### src/sv/fta_pkg.sv
`timescale 1ns / 1ps
// Shared types and constants for the frame time averager.
// No dependencies; imported by every other file of the block.
package fta_pkg;

   localparam int unsigned TS_W      = 32;
   localparam int unsigned RATE_W    = 16;
   localparam int unsigned ACC_W     = 33;
   localparam logic [TS_W-1:0]   TPS_RESET = 32'd1000;
   localparam logic [RATE_W-1:0] RATE_MAX  = 16'hFFFF;

   // Sequencer states of the top level.
   typedef enum logic [3:0] {
      ST_IDLE,
      ST_DELTA,
      ST_TEST,
      ST_SUB,
      ST_ADD,
      ST_RATE,
      ST_DIV_GO,
      ST_DIV_WAIT,
      ST_DONE
   } fta_state_type;

   // Divider status back to the sequencer.
   typedef struct packed {
      logic busy;
      logic done;
   } div_status_type;

endpackage

### src/sv/fta_divider.sv
`timescale 1ns / 1ps
// Iterative restoring divider, one quotient bit per cycle.
// Depends on fta_pkg for the status struct.
module fta_divider #(
   parameter int unsigned SUM_W = 38,
   parameter int unsigned CNT_W = 7
) (
   input  logic                     clock,
   input  logic                     reset,
   input  logic                     start,
   input  logic [SUM_W-1:0]         dividend,
   input  logic [CNT_W-1:0]         divisor,
   output fta_pkg::div_status_type  status,
   output logic [fta_pkg::TS_W-1:0] quotient
);
   import fta_pkg::*;

   localparam int unsigned ITER_W = $clog2(SUM_W + 1);

   logic [SUM_W-1:0]  dvd_ff, dvd_in;
   logic [CNT_W-1:0]  rem_ff, rem_in;
   logic [CNT_W-1:0]  dsr_ff;
   logic [ITER_W-1:0] iter_ff, iter_in;
   logic              busy_ff, busy_in;
   logic              done_ff, done_in;
   logic [CNT_W:0]    shifted;
   logic              fits;

   // one step: shift in the next dividend bit, subtract if it fits
   always_comb begin
      shifted = {rem_ff, dvd_ff[SUM_W-1]};
      fits    = (shifted >= {1'b0, dsr_ff});
      dvd_in  = dvd_ff;
      rem_in  = rem_ff;
      iter_in = iter_ff;
      busy_in = busy_ff;
      done_in = 1'b0;
      if (start) begin
         dvd_in  = dividend;
         rem_in  = '0;
         iter_in = ITER_W'(SUM_W);
         busy_in = 1'b1;
      end else if (busy_ff) begin
         dvd_in  = {dvd_ff[SUM_W-2:0], fits};
         rem_in  = fits ? CNT_W'(shifted - {1'b0, dsr_ff}) : shifted[CNT_W-1:0];
         iter_in = iter_ff - 1'b1;
         if (iter_ff == ITER_W'(1)) begin
            busy_in = 1'b0;
            done_in = 1'b1;
         end
      end
   end

   always_ff @(posedge clock) begin
      if (reset) begin
         busy_ff <= 1'b0;
         done_ff <= 1'b0;
         iter_ff <= '0;
      end else begin
         busy_ff <= busy_in;
         done_ff <= done_in;
         iter_ff <= iter_in;
      end
   end

   always_ff @(posedge clock) begin
      dvd_ff <= dvd_in;
      rem_ff <= rem_in;
      if (start) begin
         dsr_ff <= divisor;
      end
   end

   // quotient never exceeds the largest delta, so the low word is exact
   assign quotient    = dvd_ff[TS_W-1:0];
   assign status.busy = busy_ff;
   assign status.done = done_ff;

endmodule

### src/sv/frame_time_averager_top.sv
`timescale 1ns / 1ps
// Frame time averager: top level with sequencer, delta window memory and rate counter.
// Depends on fta_pkg and fta_divider.
//
// Usage:
//   req_ channel: one beat per frame, carrying the free-running tick counter
//     value (req_timestamp). The block takes the wrapped delta from the last
//     timestamp, drops it as an outlier if it is a second or more away from
//     the running average, and otherwise stores it in a circular window of
//     the last WINDOW_DEPTH deltas.
//   rsp_ channel: one beat per request: truncated mean of the held deltas,
//     frames counted in the last completed second, and number held.
//   csr_ channel: writes ticks_per_second; always ready. Write only when idle.
// Sequence: six sequencer steps, then the divider (one quotient bit per
//   cycle, 32 + log2(WINDOW_DEPTH) steps), then the output load; an empty
//   window skips the divider and gives a zero average.
// Flow: one request at a time, req_ready high only in idle; a new request
//   is taken only after the last one has loaded its result.
// Reset: synchronous, clears all counters, the average and the baseline
//   timestamp to zero and ticks_per_second to 1000. The window memory is not
//   cleared; an entry is only read after it has been written.
// Stall: the result sits in an output register. The next request is taken
//   while it waits; that request's result holds in the final step until the
//   receiver takes the earlier beat.
module frame_time_averager_top #(
   parameter int unsigned WINDOW_DEPTH = 64
) (
   input  logic                                  clock,
   input  logic                                  reset,
   // request channel
   input  logic                                  req_valid,
   output logic                                  req_ready,
   input  logic [fta_pkg::TS_W-1:0]              req_timestamp,
   // response channel
   output logic                                  rsp_valid,
   input  logic                                  rsp_ready,
   output logic [fta_pkg::TS_W-1:0]              rsp_average_frame_ticks,
   output logic [fta_pkg::RATE_W-1:0]            rsp_frame_rate,
   output logic [$clog2(WINDOW_DEPTH+1)-1:0]     rsp_samples_held,
   // configuration channel
   input  logic                                  csr_valid,
   output logic                                  csr_ready,
   input  logic [fta_pkg::TS_W-1:0]              csr_ticks_per_second
);
   import fta_pkg::*;

   localparam int unsigned CNT_W = $clog2(WINDOW_DEPTH + 1);
   localparam int unsigned PTR_W = (WINDOW_DEPTH > 1) ? $clog2(WINDOW_DEPTH) : 1;
   // worst case sum: WINDOW_DEPTH deltas of 2^32-1
   localparam int unsigned SUM_W = TS_W + $clog2(WINDOW_DEPTH);
   localparam logic [CNT_W-1:0] DEPTH_CNT = CNT_W'(WINDOW_DEPTH);
   localparam logic [PTR_W-1:0] LAST_PTR  = PTR_W'(WINDOW_DEPTH - 1);

   fta_state_type state_ff, state_in;

   // architectural state
   logic [TS_W-1:0]   tps_ff;
   logic [TS_W-1:0]   prev_ff;
   logic [PTR_W-1:0]  wp_ff;
   logic [CNT_W-1:0]  count_ff;
   logic [SUM_W-1:0]  sum_ff;
   logic [TS_W-1:0]   avg_ff;
   logic [RATE_W-1:0] frames_ff;
   logic [ACC_W-1:0]  acc_ff;
   logic [RATE_W-1:0] rate_ff;

   // per-request working registers
   logic [TS_W-1:0]   ts_ff;
   logic [TS_W-1:0]   delta_ff;
   logic              take_ff;
   logic [TS_W-1:0]   old_ff;

   // delta window
   logic [TS_W-1:0]   window_mem [WINDOW_DEPTH];

   // output register
   logic              rsp_valid_ff;
   logic [TS_W-1:0]   rsp_avg_ff;
   logic [RATE_W-1:0] rsp_rate_ff;
   logic [CNT_W-1:0]  rsp_cnt_ff;

   // sequencer outputs
   logic req_take, div_start, rsp_load, window_full;
   div_status_type  div_status;
   logic [TS_W-1:0] div_quotient;

   // combinational helpers
   logic [TS_W-1:0]   abs_diff;
   logic [ACC_W-1:0]  acc_sum;
   logic [RATE_W-1:0] frames_inc;

   assign window_full = (count_ff == DEPTH_CNT);
   assign csr_ready   = 1'b1;

   // ---------------- next state ----------------
   always_comb begin
      state_in = state_ff;
      case (state_ff)
         ST_IDLE:     if (req_valid) state_in = ST_DELTA;
         ST_DELTA:    state_in = ST_TEST;
         ST_TEST:     state_in = ST_SUB;
         ST_SUB:      state_in = ST_ADD;
         ST_ADD:      state_in = ST_RATE;
         ST_RATE:     state_in = ST_DIV_GO;
         // an empty window skips the divide: average is zero
         ST_DIV_GO:   state_in = (count_ff == '0) ? ST_DONE : ST_DIV_WAIT;
         ST_DIV_WAIT: if (div_status.done) state_in = ST_DONE;
         ST_DONE:     if (!rsp_valid_ff || rsp_ready) state_in = ST_IDLE;
         default:     state_in = ST_IDLE;
      endcase
   end

   // ---------------- sequencer outputs ----------------
   always_comb begin
      req_ready = 1'b0;
      div_start = 1'b0;
      rsp_load  = 1'b0;
      case (state_ff)
         ST_IDLE:   req_ready = 1'b1;
         ST_DIV_GO: div_start = (count_ff != '0);
         ST_DONE:   rsp_load  = !rsp_valid_ff || rsp_ready;
         default:   ;
      endcase
   end

   assign req_take = req_valid && req_ready;

   always_ff @(posedge clock) begin
      if (reset) begin
         state_ff <= ST_IDLE;
      end else begin
         state_ff <= state_in;
      end
   end

   // ---------------- datapath ----------------
   // outlier distance from the average before this frame
   assign abs_diff   = (delta_ff >= avg_ff) ? (delta_ff - avg_ff) : (avg_ff - delta_ff);
   assign acc_sum    = acc_ff + ACC_W'(delta_ff);
   assign frames_inc = (frames_ff == RATE_MAX) ? frames_ff : frames_ff + 1'b1;

   always_ff @(posedge clock) begin
      if (reset) begin
         tps_ff    <= TPS_RESET;
         prev_ff   <= '0;
         wp_ff     <= '0;
         count_ff  <= '0;
         sum_ff    <= '0;
         avg_ff    <= '0;
         frames_ff <= '0;
         acc_ff    <= '0;
         rate_ff   <= '0;
      end else begin
         if (csr_valid && csr_ready) begin
            tps_ff <= csr_ticks_per_second;
         end
         case (state_ff)
            ST_DELTA: prev_ff <= ts_ff;
            // full window: retire the oldest delta first
            ST_SUB: if (take_ff && window_full) sum_ff <= sum_ff - SUM_W'(old_ff);
            ST_ADD: begin
               if (take_ff) begin
                  sum_ff <= sum_ff + SUM_W'(delta_ff);
                  wp_ff  <= (wp_ff == LAST_PTR) ? '0 : wp_ff + 1'b1;
                  if (!window_full) count_ff <= count_ff + 1'b1;
               end
            end
            ST_RATE: begin
               // latched count includes this frame
               if (acc_sum > ACC_W'(tps_ff)) begin
                  rate_ff   <= frames_inc;
                  frames_ff <= '0;
                  acc_ff    <= '0;
               end else begin
                  frames_ff <= frames_inc;
                  acc_ff    <= acc_sum;
               end
            end
            ST_DIV_GO:   if (count_ff == '0) avg_ff <= '0;
            ST_DIV_WAIT: if (div_status.done) avg_ff <= div_quotient;
            default: ;
         endcase
      end
   end

   // per-request payload, no reset needed
   always_ff @(posedge clock) begin
      if (req_take) begin
         ts_ff <= req_timestamp;
      end
      if (state_ff == ST_DELTA) begin
         delta_ff <= ts_ff - prev_ff;
      end
      if (state_ff == ST_TEST) begin
         take_ff <= (abs_diff < tps_ff);
      end
   end

   // window memory: one write port, one registered read at the write pointer
   always_ff @(posedge clock) begin
      if (state_ff == ST_ADD && take_ff) begin
         window_mem[wp_ff] <= delta_ff;
      end
      old_ff <= window_mem[wp_ff];
   end

   fta_divider #(
      .SUM_W (SUM_W),
      .CNT_W (CNT_W)
   ) u_div (
      .clock    (clock),
      .reset    (reset),
      .start    (div_start),
      .dividend (sum_ff),
      .divisor  (count_ff),
      .status   (div_status),
      .quotient (div_quotient)
   );

   // ---------------- output register ----------------
   always_ff @(posedge clock) begin
      if (reset) begin
         rsp_valid_ff <= 1'b0;
      end else if (rsp_load) begin
         rsp_valid_ff <= 1'b1;
      end else if (rsp_ready) begin
         rsp_valid_ff <= 1'b0;
      end
   end

   always_ff @(posedge clock) begin
      if (rsp_load) begin
         rsp_avg_ff  <= avg_ff;
         rsp_rate_ff <= rate_ff;
         rsp_cnt_ff  <= count_ff;
      end
   end

   assign rsp_valid               = rsp_valid_ff;
   assign rsp_average_frame_ticks = rsp_avg_ff;
   assign rsp_frame_rate          = rsp_rate_ff;
   assign rsp_samples_held        = rsp_cnt_ff;

endmodule

### config.mk
export PLATFORM = sky130hd
export DESIGN_NAME = frame_time_averager_top
export DESIGN_NICKNAME = d
export VERILOG_FILES = /design/src/sv/fta_pkg.sv /design/src/sv/fta_divider.sv /design/src/sv/frame_time_averager_top.sv
export SDC_FILE = /design/constraint.sdc
export NUM_CORES = 2
export LEC_CHECK = 0
export ABC_AREA = 1
export BUFFER_PORTS_ARGS = -buffer_cell sky130_fd_sc_hd__clkbuf_2
export CAP_MARGIN = 40
export CORE_MARGIN = 10
export CORE_UTILIZATION = 55
export DETAILED_ROUTE_END_ITERATION = 16
export PLACE_DENSITY = 0.71
export SYNTH_ARGS = -nofsm -noshare
export SYNTH_HDL_FRONTEND = slang
export SYNTH_SLANG_ARGS = --single-unit
export TNS_END_PERCENT = 50
### constraint.sdc
create_clock -name clock -period 6.2 [get_ports clock]
set_clock_uncertainty 0.05 [all_clocks]
set_input_delay 0.62 -clock clock [delete_from_list [all_inputs] [get_ports clock]]
set_output_delay 0.62 -clock clock [all_outputs]
set_load 0.01 [all_outputs]
==> reports/summary.txt <==
placer congestion estimate: 0.971
f_max: 0.187 GHz
Worst Hold Class: primary input to flop
Ys Warns: 0
Max-slew headroom: 35.1%
largest net degree at the start of global routing: 115
Yosys top cell area share: 65.2%
Slowest cell on crit path: a21boi_0
async set-or-reset flop fraction in the synthesized netlist: 0%
R2R setup slack: 0.86 ns
Max Cap Viol: 0
share of cells above drive strength 1: 8.89%
Crit path max-delay family: simple AND/OR/NAND/NOR gates
largest family of logic cells by synthesized area: compound AO/OA/AOI/OAI gates
DRT iter0 DRCs: 9397
first drt pass iteration count: 6
TritonCTS Buffers: 236
starting density of the core: 55.5%
#FFs+latches synth: 2477
vias in the first global route: 66900
Reg power frac: 49.6%
Critical R2R Launch: delta_ff[7]
Total Power: 39.6 mW
nets@finish: 8686
die area: 0.203 mm2
CP startpoint kind: flop
Int Power: 28.9 mW
Cell Area, Synth: 0.102 mm2
status: finished clean
later-pin clock latency in the skew report: 0.91 ns
switch share: 27.0%
clock share of power: 36.4%
via density per instance: 6.30
FF-to-FF End: rate_ff[7]
# H-tree levels: 4
fillcell total: 13500
Area Overhead vs Synth: 13.0%
setup bufs post-CTS: 0
Ports: 127
Required @ worst endpoint: 6.96 ns
RSZ-0062 raised after global routing: no
Final setup viols: 0
initial antenna violation count: 11
CP most frequent cell: nand2_1
Syn Area/Cell: 12.6 um2
proportion of synthesized area in mux cells: 0.00982%
PwrDens: 344 mW/mm2
Crit. End Element: flop
clock buffer depth: 3
Synth Area in Compound Gates: 11.0%
R2R cell count: 28
first-pass GRT wire length: 454 mm
Setup crit end: rate_ff[7]
Critical path origin: delta_ff[7]
Synth Instances: 8097
Util after Layout: 62.8%
EDFF count, synth: 2213
crit path DAT: 6.11 ns
CTS tree: yes
Tot GR Track Use: 30.0%
Synth area leaders: edfxtp_1, nand2_1, dfxtp_1, ha_1, a21oi_1
post-DR wirelength/cell: 28.6 um
most frequent cell after synthesis: edfxtp_1
Tmin final: 5.34 ns
commonest cells in the synthesized netlist: edfxtp_1, nand2_1, inv_1
peak supply drop: 0.284 mV
final hold vios: 0
Comb power frac: 14.1%
ANT nets after route: 0
Crit Path Category: flop to flop
Worst path depth: 28
via count: 69600
adder-cell share of the synthesized area: 3.06%
Rows: 157
top_reg_cell synth: edfxtp_1
Simple-Gate Fraction of Synth Area: 10.9%
Die W: 451 um
Slew @ Worst Pin: 0.974 ns
Synth Net Count: 8412
final WL: 316 mm
number of buffers inserted by port buffering: 125
core area: 0.184 mm2
CTS Sinks: 2477
die height: 451 um
Worst-path clk slew: 0.07 ns
total grt overflow: 0
Synth Area in XOR/XNOR: 1.15%
worst stage delay on the critical path: 0.51 ns
clk root buf: clkbuf_16
Psw: 10.7 mW
Worst Path Buf+Inv: 1
post-DP HPWL: 195 mm
DRC: 0
maximum fanout along the worst path: 35
multi-input logic area: 0.0272 mm2
Synth cell types: 61
Seq/Total Area, Yosys: 70.4%
cell taking the most area after synthesis: edfxtp_1
Final Cycle Share: 86.2%
Max Slew Vio Count: 0
FF/Latch Area: 0.0717 mm2
TNS Setup: 0 ns
P_leak: 40.3 nW
## registers in the layout, summed over array words and instances (netlist names), 33 cells and up
name / count
window_mem: 2048
sum_ff: 38
acc_ff: 33
u_div.dvd_ff: 38
## worst min-delay path by stage
stage / depth (start not counted) / slack (ns) / to / from
global placement: 0 / 0.37 / rsp_frame_rate[9] / rate_ff[9]
CTS: 3 / 0.009 / tps_ff[10] / csr_ticks_per_second[10]
finish: 3 / 0.06 / tps_ff[10] / csr_ticks_per_second[10]
floorplan: 0 / 0.36 / rsp_average_frame_ticks[31] / avg_ff[31]
global route: 3 / 0.05 / tps_ff[10] / csr_ticks_per_second[10]
detailed placement: 0 / 0.37 / rsp_frame_rate[7] / rate_ff[7]
## cells by family (layout without fill, tap and decap cells)
group | count (synthesis) | after routing
simple gates | 2625 | 2625
other cells | 1 | 5
buf+inv | 918 | 1399
mux | 1 | 1
fa+ha+maj | 246 | 246
flops | 2477 | 2477
xor+xnor | 134 | 134
compound gates | 1695 | 1695
## tightest hold or removal path, cell delays in order
cell and delay (ns):
clkbuf_2 0.07, o21ai_0 0.09, a21oi_1 0.13
## layout by cell type (no fill, tap or decap), types with 124 or more instances in the layout
| master | count |
|---|---|
| ha_1 | 240 |
| nand3_1 | 138 |
| nand2_1 | 1647 |
| nor2_1 | 310 |
| nand4_1 | 341 |
| edfxtp_1 | 2213 |
| a221oi_1 | 229 |
| clkbuf_2 | 124 |
| buf_4 | 154 |
| clkbuf_16 | 239 |
| inv_1 | 552 |
| a21oi_1 | 458 |
| a22o_1 | 148 |
| dfxtp_1 | 264 |
| a22oi_1 | 291 |
| o21ai_0 | 340 |
## per-layer routing
metal  global-route usage (%)  wire, um  part of all wire [%]  up-vias
met3                     5.61     32600                    10      673
li1                         -         -                     -    30500
met5                        0        53                 0.017        -
met4                     13.8     16200                   5.1        8
met1                     40.5    122000                    39    34300
met2                     47.6    145000                    46     4130
## what timing repair did
item	in CTS	in global routing
endpoints found under the hold margin	65	0
hold buffers	65	0
gates resized for setup	0	0
## layout make-up
| class | instances | area share [%] |
|---|---|---|
| flip-flops and latches | 2477 | 62.2 |
| multi-input cells | 4702 | 23.6 |
| clock buffers | 297 | 5.44 |
| repair buffers | 383 | 2.81 |
| well taps | 2464 | 2.67 |
| inverters | 571 | 1.91 |
| clock inverters | 148 | 1.31 |
| diodes | 4 | 0.00868 |
## through the flow
| step | instances | worst slack (ns) | area, um2 | hold WS (ns) |
|---|---|---|---|---|
| final | 11000 | 0.857 | 115000 | 0.0633 |
| after detailed placement | 10500 | 0.992 | 107000 | 0.365 |
| after global routing | 11000 | 0.397 | 115000 | 0.0457 |
| after CTS | 11000 | 0.936 | 115000 | 0.00912 |
| after global placement | 10500 | 0.838 | 106000 | 0.367 |
| after floorplan | 8097 | 1.66 | 102000 | 0.358 |
## power by group through the flow
stage / registers, mW / logic (mW) / clock network (mW)
floorplan: 20.5 / 2.69 / 0
global placement: 20.0 / 5.32 / 0
detailed placement: 20.0 / 5.39 / 0
CTS: 19.6 / 5.45 / 14.5
global route: 19.7 / 6.00 / 15.2
finish: 19.6 / 5.57 / 14.4
(Power assumes the default switching activity.)
